==> src/rtl/blfcl_pkg.sv <==
// Package for the framed CRC link: field codes, queue entry type and the
// byte-wide CRC-16 update. Depends on nothing; every other file imports it.
`timescale 1ns / 1ps
`default_nettype none

package blfcl_pkg;

  localparam logic [15:0] CRC_POLY = 16'hA001;
  localparam logic [7:0]  ACK_BYTE = 8'h30;

  // Input opcodes.
  localparam logic [1:0] OP_CMD     = 2'd0;
  localparam logic [1:0] OP_RESP    = 2'd1;
  localparam logic [1:0] OP_TIMEOUT = 2'd2;

  // Result kinds.
  localparam logic [1:0] KIND_TX     = 2'd0;
  localparam logic [1:0] KIND_DATA   = 2'd1;
  localparam logic [1:0] KIND_STATUS = 2'd2;

  // Status codes.
  localparam logic [1:0] ST_OK         = 2'd0;
  localparam logic [1:0] ST_CRC_ERR    = 2'd1;
  localparam logic [1:0] ST_BAD_ACK    = 2'd2;
  localparam logic [1:0] ST_INCOMPLETE = 2'd3;

  // Register map.
  localparam logic REG_RESPONSE_LENGTH = 1'b0;

  // Queue between the classifier and the result sequencer.
  localparam int QUEUE_DEPTH = 4;
  localparam int QUEUE_AW    = $clog2(QUEUE_DEPTH);
  localparam int QUEUE_CW    = $clog2(QUEUE_DEPTH + 1);

  // One classified item: up to three result beats.
  typedef struct packed {
    logic [1:0]  nres;    // beats in this entry, 1 to 3
    logic [1:0]  kind;
    logic [7:0]  byte0;   // first beat byte
    logic [15:0] crc;     // CRC bytes of a frame tail, or the status CRC
    logic [1:0]  status;
    logic [8:0]  count;
  } entry_t;

  function automatic logic [15:0] crc_byte(input logic [15:0] crc_in, input logic [7:0] b);
    logic [15:0] c;
    c = crc_in ^ {8'h00, b};
    for (int i = 0; i < 8; i++) begin
      if (c[0]) begin
        c = (c >> 1) ^ CRC_POLY;
      end else begin
        c = c >> 1;
      end
    end
    return c;
  endfunction

endpackage

`default_nettype wire

==> src/rtl/blfcl_front.sv <==
// Front end: accepts input beats, keeps the send and receive CRC state and
// turns each item into at most one queue entry. Depends on blfcl_pkg.
`timescale 1ns / 1ps
`default_nettype none

module blfcl_front (
  input  wire logic              clk,
  input  wire logic              rst,
  input  wire logic              push,
  input  wire logic [1:0]        opcode,
  input  wire logic [7:0]        data,
  input  wire logic              last,
  input  wire logic [7:0]        response_length,
  input  wire logic              q_full,
  output logic                   full,
  output logic                   q_push,
  output blfcl_pkg::entry_t      q_entry
);
  import blfcl_pkg::*;

  logic [15:0] send_crc, send_crc_next;
  logic [15:0] recv_crc_calc, recv_crc_calc_next;
  logic [8:0]  recv_count, recv_count_next;
  logic [15:0] recv_crc_field, recv_crc_field_next;

  logic        accept;
  logic [15:0] crc_cmd;
  logic [15:0] crc_rsp;
  logic [8:0]  ack_pos;
  logic [8:0]  len_ext;

  assign full    = q_full;
  assign accept  = push && !q_full;
  assign crc_cmd = crc_byte(send_crc, data);
  assign crc_rsp = crc_byte(recv_crc_calc, data);
  assign len_ext = {1'b0, response_length};
  assign ack_pos = (response_length == 8'd0) ? 9'd0 : len_ext + 9'd2;

  always_comb begin
    send_crc_next       = send_crc;
    recv_crc_calc_next  = recv_crc_calc;
    recv_count_next     = recv_count;
    recv_crc_field_next = recv_crc_field;
    q_push              = 1'b0;
    q_entry             = '0;
    q_entry.nres        = 2'd1;
    if (accept) begin
      unique case (opcode)
        OP_CMD: begin
          q_push        = 1'b1;
          q_entry.kind  = KIND_TX;
          q_entry.byte0 = data;
          if (last) begin
            q_entry.nres  = 2'd3;
            q_entry.crc   = crc_cmd;
            send_crc_next = 16'h0000;
          end else begin
            send_crc_next = crc_cmd;
          end
        end
        OP_RESP: begin
          if (recv_count >= ack_pos) begin
            q_push         = 1'b1;
            q_entry.kind   = KIND_STATUS;
            q_entry.count  = recv_count + 9'd1;
            q_entry.crc    = recv_crc_calc;
            // A CRC mismatch outranks a bad ACK byte.
            if (response_length != 8'd0 && recv_crc_field != recv_crc_calc) begin
              q_entry.status = ST_CRC_ERR;
            end else if (data != ACK_BYTE) begin
              q_entry.status = ST_BAD_ACK;
            end else begin
              q_entry.status = ST_OK;
            end
            recv_crc_calc_next  = 16'h0000;
            recv_count_next     = 9'd0;
            recv_crc_field_next = 16'h0000;
          end else begin
            recv_count_next = recv_count + 9'd1;
            if (recv_count < len_ext) begin
              q_push             = 1'b1;
              q_entry.kind       = KIND_DATA;
              q_entry.byte0      = data;
              recv_crc_calc_next = crc_rsp;
            end else if (recv_count == len_ext) begin
              recv_crc_field_next = {recv_crc_field[15:8], data};
            end else begin
              recv_crc_field_next = {data, recv_crc_field[7:0]};
            end
          end
        end
        OP_TIMEOUT: begin
          q_push              = 1'b1;
          q_entry.kind        = KIND_STATUS;
          q_entry.status      = ST_INCOMPLETE;
          q_entry.count       = recv_count;
          q_entry.crc         = recv_crc_calc;
          recv_crc_calc_next  = 16'h0000;
          recv_count_next     = 9'd0;
          recv_crc_field_next = 16'h0000;
        end
        default: begin
        end
      endcase
    end
  end

  always_ff @(posedge clk) begin
    if (rst) begin
      send_crc       <= 16'h0000;
      recv_crc_calc  <= 16'h0000;
      recv_count     <= 9'd0;
      recv_crc_field <= 16'h0000;
    end else begin
      send_crc       <= send_crc_next;
      recv_crc_calc  <= recv_crc_calc_next;
      recv_count     <= recv_count_next;
      recv_crc_field <= recv_crc_field_next;
    end
  end

endmodule

`default_nettype wire

==> src/rtl/blfcl_queue.sv <==
// Short entry queue between the front end and the result sequencer.
// Depends on blfcl_pkg for the entry type and depth.
`timescale 1ns / 1ps
`default_nettype none

module blfcl_queue (
  input  wire logic              clk,
  input  wire logic              rst,
  input  wire logic              wr_en,
  input  wire blfcl_pkg::entry_t wr_entry,
  input  wire logic              rd_en,
  output blfcl_pkg::entry_t      rd_entry,
  output logic                   q_full,
  output logic                   q_empty
);
  import blfcl_pkg::*;

  entry_t                store [QUEUE_DEPTH];
  logic [QUEUE_AW-1:0]   wr_ptr;
  logic [QUEUE_AW-1:0]   rd_ptr;
  logic [QUEUE_CW-1:0]   fill;
  logic                  do_wr;
  logic                  do_rd;

  assign q_full   = (fill == QUEUE_CW'(QUEUE_DEPTH));
  assign q_empty  = (fill == '0);
  assign do_wr    = wr_en && !q_full;
  assign do_rd    = rd_en && !q_empty;
  assign rd_entry = store[rd_ptr];

  always_ff @(posedge clk) begin
    if (do_wr) begin
      store[wr_ptr] <= wr_entry;
    end
  end

  always_ff @(posedge clk) begin
    if (rst) begin
      wr_ptr <= '0;
      rd_ptr <= '0;
      fill   <= '0;
    end else begin
      if (do_wr) begin
        wr_ptr <= (wr_ptr == QUEUE_AW'(QUEUE_DEPTH - 1)) ? '0 : wr_ptr + QUEUE_AW'(1);
      end
      if (do_rd) begin
        rd_ptr <= (rd_ptr == QUEUE_AW'(QUEUE_DEPTH - 1)) ? '0 : rd_ptr + QUEUE_AW'(1);
      end
      if (do_wr && !do_rd) begin
        fill <= fill + QUEUE_CW'(1);
      end else if (do_rd && !do_wr) begin
        fill <= fill - QUEUE_CW'(1);
      end
    end
  end

endmodule

`default_nettype wire

==> src/rtl/blfcl_back.sv <==
// Result sequencer: steps through the beats of the queue head entry and
// retires the entry after its last beat is popped. Depends on blfcl_pkg.
`timescale 1ns / 1ps
`default_nettype none

module blfcl_back (
  input  wire logic              clk,
  input  wire logic              rst,
  input  wire blfcl_pkg::entry_t head,
  input  wire logic              q_empty,
  input  wire logic              pop,
  output logic                   q_pop,
  output logic                   empty,
  output logic [1:0]             kind,
  output logic [7:0]             byte_out,
  output logic                   frame_end,
  output logic [1:0]             status,
  output logic [8:0]             received_count,
  output logic [15:0]            computed_crc
);
  import blfcl_pkg::*;

  logic [1:0] beat_idx;
  logic       is_status;
  logic       take;
  logic       last_beat;

  assign empty     = q_empty;
  assign take      = pop && !q_empty;
  assign last_beat = (beat_idx == head.nres - 2'd1);
  assign q_pop     = take && last_beat;
  assign is_status = (head.kind == KIND_STATUS);

  assign kind           = head.kind;
  assign frame_end      = (beat_idx == 2'd2);
  assign status         = is_status ? head.status : ST_OK;
  assign received_count = is_status ? head.count : 9'd0;
  assign computed_crc   = is_status ? head.crc : 16'h0000;

  always_comb begin
    case (beat_idx)
      2'd0:    byte_out = head.byte0;
      2'd1:    byte_out = head.crc[7:0];
      default: byte_out = head.crc[15:8];
    endcase
  end

  always_ff @(posedge clk) begin
    if (rst) begin
      beat_idx <= 2'd0;
    end else if (take) begin
      beat_idx <= last_beat ? 2'd0 : beat_idx + 2'd1;
    end
  end

endmodule

`default_nettype wire

==> src/rtl/bootloader_frame_crc_link_core.sv <==
// Top level of the framed command/response CRC link. Holds the register
// port and ties front end, queue and result sequencer; uses blfcl_pkg.
`timescale 1ns / 1ps
`default_nettype none

// Channel   | Handshake          | Beat content
// ----------+--------------------+----------------------------------------------
// input     | push / full        | opcode, data, last
// result    | pop / empty        | kind, byte_out, frame_end, status,
//           |                    | received_count, computed_crc
// register  | psel/penable/pwrite| response_length at byte address 0
//
// The front end takes one input beat per cycle while the queue has room; the
// CRC update is unrolled so that each byte is classified in the cycle it lands.
// A command byte with last set yields three result beats, every other item at
// most one, and the result side delivers one beat per cycle while pop is held
// high, so the sustained rate is one item per cycle bar the extra frame-end beats.
// rst is synchronous and clears the CRC state, counters, queue and register.
// A stalled result side fills the four-entry queue and only then raises full.

module bootloader_frame_crc_link_core (
  input  wire logic        clk,
  input  wire logic        rst,
  // Input queue side.
  input  wire logic        push,
  output logic             full,
  input  wire logic [1:0]  opcode,
  input  wire logic [7:0]  data,
  input  wire logic        last,
  // Result queue side.
  input  wire logic        pop,
  output logic             empty,
  output logic [1:0]       kind,
  output logic [7:0]       byte_out,
  output logic             frame_end,
  output logic [1:0]       status,
  output logic [8:0]       received_count,
  output logic [15:0]      computed_crc,
  // Register port.
  input  wire logic        psel,
  input  wire logic        penable,
  input  wire logic        pwrite,
  input  wire logic [2:0]  paddr,
  input  wire logic [31:0] pwdata,
  output logic [31:0]      prdata,
  output logic             pready
);
  import blfcl_pkg::*;

  logic   [7:0] response_length;
  logic         cfg_wr;
  logic         q_full;
  logic         q_empty;
  logic         q_push;
  logic         q_pop;
  entry_t       q_wr_entry;
  entry_t       q_head;

  // The register port never waits. Only the word address bit decodes, so
  // unaligned byte addresses alias onto their word.
  assign pready = 1'b1;
  assign cfg_wr = psel && penable && pwrite && pready;

  always_ff @(posedge clk) begin
    if (rst) begin
      response_length <= 8'd0;
    end else if (cfg_wr && (paddr[2] == REG_RESPONSE_LENGTH)) begin
      response_length <= pwdata[7:0];
    end
  end

  assign prdata = (paddr[2] == REG_RESPONSE_LENGTH) ? {24'd0, response_length} : 32'd0;

  // Front end: classifies each item and updates both CRC directions.
  blfcl_front u_front (
    .clk             (clk),
    .rst             (rst),
    .push            (push),
    .opcode          (opcode),
    .data            (data),
    .last            (last),
    .response_length (response_length),
    .q_full          (q_full),
    .full            (full),
    .q_push          (q_push),
    .q_entry         (q_wr_entry)
  );

  // Decoupling queue: lets the result side stall without blocking input
  // until four entries wait.
  blfcl_queue u_queue (
    .clk      (clk),
    .rst      (rst),
    .wr_en    (q_push),
    .wr_entry (q_wr_entry),
    .rd_en    (q_pop),
    .rd_entry (q_head),
    .q_full   (q_full),
    .q_empty  (q_empty)
  );

  // Back end: walks the beats of the head entry.
  blfcl_back u_back (
    .clk            (clk),
    .rst            (rst),
    .head           (q_head),
    .q_empty        (q_empty),
    .pop            (pop),
    .q_pop          (q_pop),
    .empty          (empty),
    .kind           (kind),
    .byte_out       (byte_out),
    .frame_end      (frame_end),
    .status         (status),
    .received_count (received_count),
    .computed_crc   (computed_crc)
  );

endmodule

`default_nettype wire

==> config.mk <==
export PLATFORM = sky130hd
export DESIGN_NAME = bootloader_frame_crc_link_core
export DESIGN_NICKNAME = d
export VERILOG_FILES = /design/src/rtl/blfcl_pkg.sv /design/src/rtl/blfcl_front.sv /design/src/rtl/blfcl_queue.sv /design/src/rtl/blfcl_back.sv /design/src/rtl/bootloader_frame_crc_link_core.sv
export SDC_FILE = /design/constraint.sdc
export NUM_CORES = 1
export LEC_CHECK = 0
export BUFFER_PORTS_ARGS = -buffer_cell sky130_fd_sc_hd__buf_2
export CAP_MARGIN = 0
export CORE_MARGIN = 2
export CORE_UTILIZATION = 50
export DETAILED_ROUTE_END_ITERATION = 7
export MAX_ROUTING_LAYER = met4
export PLACE_DENSITY = 0.71
export SYNTH_ARGS = -nofsm -noshare
export SYNTH_HDL_FRONTEND = slang
export SYNTH_SLANG_ARGS = --single-unit
==> constraint.sdc <==
create_clock -name clk -period 3.55 [get_ports clk]
set_input_delay 0.8875 -clock clk [delete_from_list [all_inputs] [get_ports clk]]
set_output_delay 0.8875 -clock clk [all_outputs]
set_load 0.1 [all_outputs]
* Word-level counts from Yosys, hierarchy flattened
Memory sizes are Yosys's and may differ from the RTL's. A register that Yosys moved wholly into a read port is not among the register bits.
Index checks and enable logic that the tools add are counted.
** Operators by class
- Add/sub/neg operators :: 8
- Magnitude comparators :: 2
- Eq/ne operators :: 16
- Muxes and demuxes :: 59
- Bitwise gates (word level) :: 19
- Reductions and logical operators :: 28
** Operator list (count)
- 16-bit 2-to-1 mux :: 24
- 16-bit case mux with 2 select lines :: 2
- 2-bit inverter with 3-bit output :: 16
- 16-bit case mux with 3 select lines :: 1
- 39-bit 2-to-1 mux :: 1
- 9-bit 2-to-1 mux :: 4
- 8-bit case mux with 2 select lines :: 2
- 16-bit by 8-bit bitwise XOR with 16-bit output :: 2
- 27-bit 2-to-1 mux :: 1
- 2-bit 2-to-1 mux :: 11
- 11-bit case mux with 2 select lines :: 1
- 9-bit case mux with 2 select lines :: 1
- 8-bit 2-to-1 mux :: 2
- 16-bit inequality test :: 1
- 1-bit logical AND :: 11
- 2-bit equality test, second input constant :: 5
- 8-bit by 2-bit adder with 9-bit output, second input constant :: 1
- 9-bit by 1-bit adder with 9-bit output, second input constant :: 1
- 9-bit by 8-bit equality test with 1-bit output :: 1
- 9-bit >= comparator :: 1
- 9-bit by 8-bit < comparator with 1-bit output :: 1
- 8-bit zero test :: 1
- 8-bit by 6-bit inequality test with 1-bit output, second input constant :: 1
- 4-bit AND reduction :: 2
- other kinds (22) :: 38
** Word-level totals
- Register bits :: 74
- Bits in writable memories :: 156
- Bits of input ports :: 53
- Output and inout bits :: 73
- Logic and storage cells :: 143
- Memories kept :: 1
** Memories
- u_queue.store :: depth 4, width 39, read ports 1, clocked after Yosys merged registers in 1, wr ports 1, RTL line blfcl_queue.sv:18 : entry_t store [QUEUE_DEPTH];

* Logic depth before layout (Yosys ltp)
- Word-level depth :: 20
- Depth in mapped cells :: 16
- Mapped depth without buffers :: 16

* By module
A second synthesis with hierarchy kept.
** Second synthesis, totals
- Cells, all modules :: 900
- Area, all modules :: 11282.1 µm²
** By module, submodules not included
- blfcl_queue :: instances 1, cells each 253, area each 6120.9 µm², sequential area each 4864.7 µm²
- blfcl_front :: instances 1, cells each 501, area each 4021.4 µm², sequential area each 1141.1 µm²
- bootloader_frame_crc_link_core :: instances 1, cells each 70, area each 630.6 µm², sequential area each 160.2 µm²
- blfcl_back :: instances 1, cells each 76, area each 509.2 µm², sequential area each 40.0 µm²

* Worst setup path after synthesis
Ideal clock, no wire load.
- Path type :: reg2reg
- From :: register u_queue.fill[0]
- To :: register u_queue.fill[2]
- Setup time :: 0.070 ns
- Data arrival time :: 4.217 ns
- Required time :: 3.480 ns
- Path slack :: -0.738 ns
- Stages on the path, launching flop included :: 11
- Buffers on the path :: 0
- Period minus slack after synthesis :: 4.288 ns
- Path through :: dfxtp_1 nor3_1 nand2b_1 nor2_1 inv_1 ha_1 inv_1 fa_1 xor2_1 or3_1 a21oi_1
** Between the ends
- Longest elaborated chain between the ends :: 8
- Elaborated cells on any way between the ends :: 19
- Classes of those cells :: add/sub (2); eq/ne (1); mux (3); reduce/logical (13)
** RTL lines
- from (decl) :: RTL line blfcl_queue.sv:21 : logic [QUEUE_CW-1:0] fill;
- from (signal assigned) :: RTL line blfcl_queue.sv:50 : fill <= fill + QUEUE_CW'(1);
- from (signal assigned) :: RTL line blfcl_queue.sv:52 : fill <= fill - QUEUE_CW'(1);
- 3-bit zero test * :: RTL line blfcl_queue.sv:26 : assign q_empty = (fill == '0);
- via empty :: RTL line bootloader_frame_crc_link_core.sv:32 : output logic empty,
- 1-bit zero test * :: RTL line blfcl_queue.sv:28, blfcl_back.sv:29
- 1-bit logical AND :: RTL line blfcl_back.sv:29 : assign take = pop && !q_empty;
- 1-bit logical AND :: RTL line blfcl_back.sv:31 : assign q_pop = take && last_beat;
- 1-bit logical AND * :: RTL line blfcl_queue.sv:28 : assign do_rd = rd_en && !q_empty;
- 1-bit zero test :: RTL line blfcl_queue.sv:49 : if (do_wr && !do_rd) begin
- 1-bit logical AND :: RTL line blfcl_queue.sv:49
- 3-bit 2-to-1 mux / 2-bit nonzero test (equally long branches)
Mark *: on every way through the listed nets, which the timed path passes. The rest lies on a longest branch. The select of a mux whose other input is x is not followed.
A chain may end at the register's enable or synchronous reset.

==> impl_metrics.toml <==
[outcome]
status = "finished, final reports clean"

[cells_and_area]
final_util = 0.6053
syn_to_final_growth_pct = 17.96
instances_no_fill = 1274
drive_gt1_frac = 0.2262
n_antenna_cell = 0
final_nets = 1069

[pwr]
leakagePower_uw = 0.004848
p_total_uw = 8033
power_density_nw_per_um2 = 625.4
ir_worst_vdd_uv = 725.3

[die]
die_w_um = 151.6
fp.dieH_um = 151.6
dieArea_um2 = 22980
initial_core_util = 0.5131
pin_count = 126
core_um2 = 21220
rows = 53

[clocking]
cts_sinks = 228
clkTransAtPathRegs_ps = 60
root_buffer = "clkbuf_16"
clockBufferDepth = 3
cts_tree = "built"
cts_buffers = 23
htreeDepth = 1
clk-insertion-delay-late_ps = 500

[global_route]
grt_max_degree = 66
grt_pass1_wl_mm = 36.21
gr-total-overflow = 0
grt_pass1_vias = 6878
grt_use_total = 0.2086
antenna_found_initial = 0

[worst_setup_path]
crit_chain = "buf_4 -> mux4_2 -> nor2b_1 -> buf_4 -> and2_1 -> buf_12"
cp_num_buf_inv = 3
path_delay_family = "buffers and inverters"
required_ps = 2660
cpMostUsedCell = "buf_4"
slowest_delay_ps = 530
worstPathMaxFanout = 19
crit_type = "reg2out"
start_kind = "flip-flop"
end_kind = "output pin"
critical_path_arrival_ps = 2440
slowest_stage = "mux4_2"

[sta]
setup_viol = 0
final_hold_viol_count = 0
setup_ws_ps = 221.8
fin_crit_sh = 0.9375
fmax_mhz = 300.5
slew_violations = 0
fin_crit_ps = 3328
slew_headroom = 0.3786
tightest_slew_ps = 929.9
fin_skew_ps = 8.281

[drt]
vias_per_cell = 5.531
initialDrtViolationCount = 385
drc_errors = 0
wl_mm = 22.74
wl_per_cell_um = 17.85
num_vias = 7047
drtAntennaViolNets = 0
detail_route.first_pass.iterations = 5

[logic_synthesis]
yosys.area.top_type_share = 0.4192
syn-cell-area_um2 = 10890
synth_top_area_cell = "edfxtp_1"
avgSynthCellArea_um2 = 12.14
ys_ff_latch = 228
synth_edf_count = 152
synth_area_leaders = "edfxtp_1 (42%), dfxtp_1 (14%), mux4_2 (7.9%), ha_1 (3.7%), xor2_1 (2.9%)"
synth_cell_types = 57
yosys_warnings = 0
synthArstFlopShare = 0
synth-seq-area-share = 0.5589
synth_top_flop_cell = "edfxtp_1"
synthCells = 897

[placed_design]
dp_cells = 1228
place_hpwl_mm = 15.69
place_ws_ps = 42.80
port_buffers = 74
gp_congestion = 0.8649

[hold_path]
holdCritPathClass = "reg2reg"

[run]
drv_cap = 0
-- what timing repair did --
item / CTS / global route
resized for setup: 0 / 19
hold buffers: 0 / 0
hold endpoints to repair: 0 / 0
setup buffers: 0 / 5
setup endpoints to repair: 0 / 14
-- metrics by stage --
| stage | hold WS, ps | setup TNS [ps] | instance area [µm²] |
|---|---|---|---|
| 6_report | 476.0 | 0 | 12840 |
| 5_1_grt | 489.6 | -10.03 | 12840 |
| 4_1_cts | 473.0 | 0 | 12730 |
| 3_5_place_dp | 464.0 | 0 | 12030 |
| 3_3_place_gp | 457.2 | 0 | 12030 |
| 2_1_floorplan | 440.9 | -45.43 | 11010 |
-- worst min-delay path, cell delays in order (launching register included) --
cell	delay, ps
dfxtp_1	320
nand2_1	60
a21oi_1	50
-- cells in the final DEF, fill, tap and decap left out, types with 10 or more instances in the layout --
cell type,count
xnor2_1,30
ha_1,30
conb_1,25
clkinv_1,10
clkbuf_16,23
nor3b_1,18
and2_1,16
dfxtp_1,71
nand2_1,73
a22oi_1,33
edfxtp_1,152
xor2_1,36
buf_12,32
o21ai_0,14
buf_4,32
inv_1,22
nor2_1,80
mux4_2,38
a21oi_1,55
buf_2,47
and2_2,25
nand3_1,22
-- cell families after synthesis --
family / synth area share
flops: 0.5589
fa+ha+maj: 0.03861
other cells: 0.0006897
mux: 0.08330
buf+inv: 0.04493
xor+xnor: 0.06182
compound gates: 0.08009
simple gates: 0.1317
-- synthesized netlist by cell type, drive strengths merged, types with 2 or more instances --
| master | number |
|---|---|
| a21oi | 56 |
| xor2 | 36 |
| dfxtp | 76 |
| nand4b | 4 |
| xnor3 | 2 |
| nor3 | 11 |
| clkbuf | 36 |
| nor2 | 81 |
| mux4 | 38 |
| nand3 | 24 |
| ha | 32 |
| nor2b | 7 |
| nor3b | 19 |
| and2 | 41 |
| buf | 37 |
| nand2 | 73 |
| a22oi | 33 |
| xnor2 | 33 |
| a32o | 8 |
| nand4 | 4 |
| o211ai | 2 |
| mux2i | 4 |
| nor4 | 8 |
| o221ai | 2 |
| and4b | 2 |
| inv | 22 |
| o21ai | 17 |
| nand2b | 5 |
| a21o | 8 |
| edfxtp | 152 |
| and3 | 5 |
| conb | 2 |
| a31oi | 2 |
-- power breakdown --
group          internal, µW  switching (µW)  total (µW)
sequential             2950            80.5        3030
combinational           858            1880        2740
clock                  1320             946        2270
total                  5130            2900        8030
-- layer usage --
layer / track usage / vias to the layer above / routed length [µm]
li1: - / 3396 / -
met1: 0.2907 / 3405 / 10510
met2: 0.3335 / 208 / 10550
met3: 0.02485 / 38 / 1262
met4: 0.04769 / 0 / 416
met5: - / - / 0
-- worst paths after layout --
check                           cells after the start                   to           startpoint  slack, ps
worst max-delay path                                6      computed_crc[2]            flip-flop        220
worst min-delay path                                2  u_front.send_crc[0]  u_front.send_crc[0]        480
worst max register to register                     15      u_queue.fill[2]   response_length[1]        280
worst min register to register                      2  u_front.send_crc[0]  u_front.send_crc[0]        480
-- sequential cells by signal, indices dropped and copies added, names as in the netlist, named ones only --
signal,count
u_front.send_crc,16
u_front.recv_crc_field,16
u_front.recv_count,9
u_front.recv_crc_calc,16
u_queue.rd_ptr,2
response_length,8
u_back.beat_idx,2
u_queue.wr_ptr,2
u_queue.store,152
u_queue.fill,3
-- layout make-up --
class / count / area, µm²
Clock inverter: 15 / 115.1
Sequential cell: 228 / 6097
Multi-Input combinational cell: 597 / 4503
Inverter: 22 / 82.58
Timing Repair Buffer: 111 / 1116
Tap cell: 275 / 344.1
Fill cell: 1675 / 8376
Clock buffer: 26 / 586.8
Power figures use the tool's default switching activity.
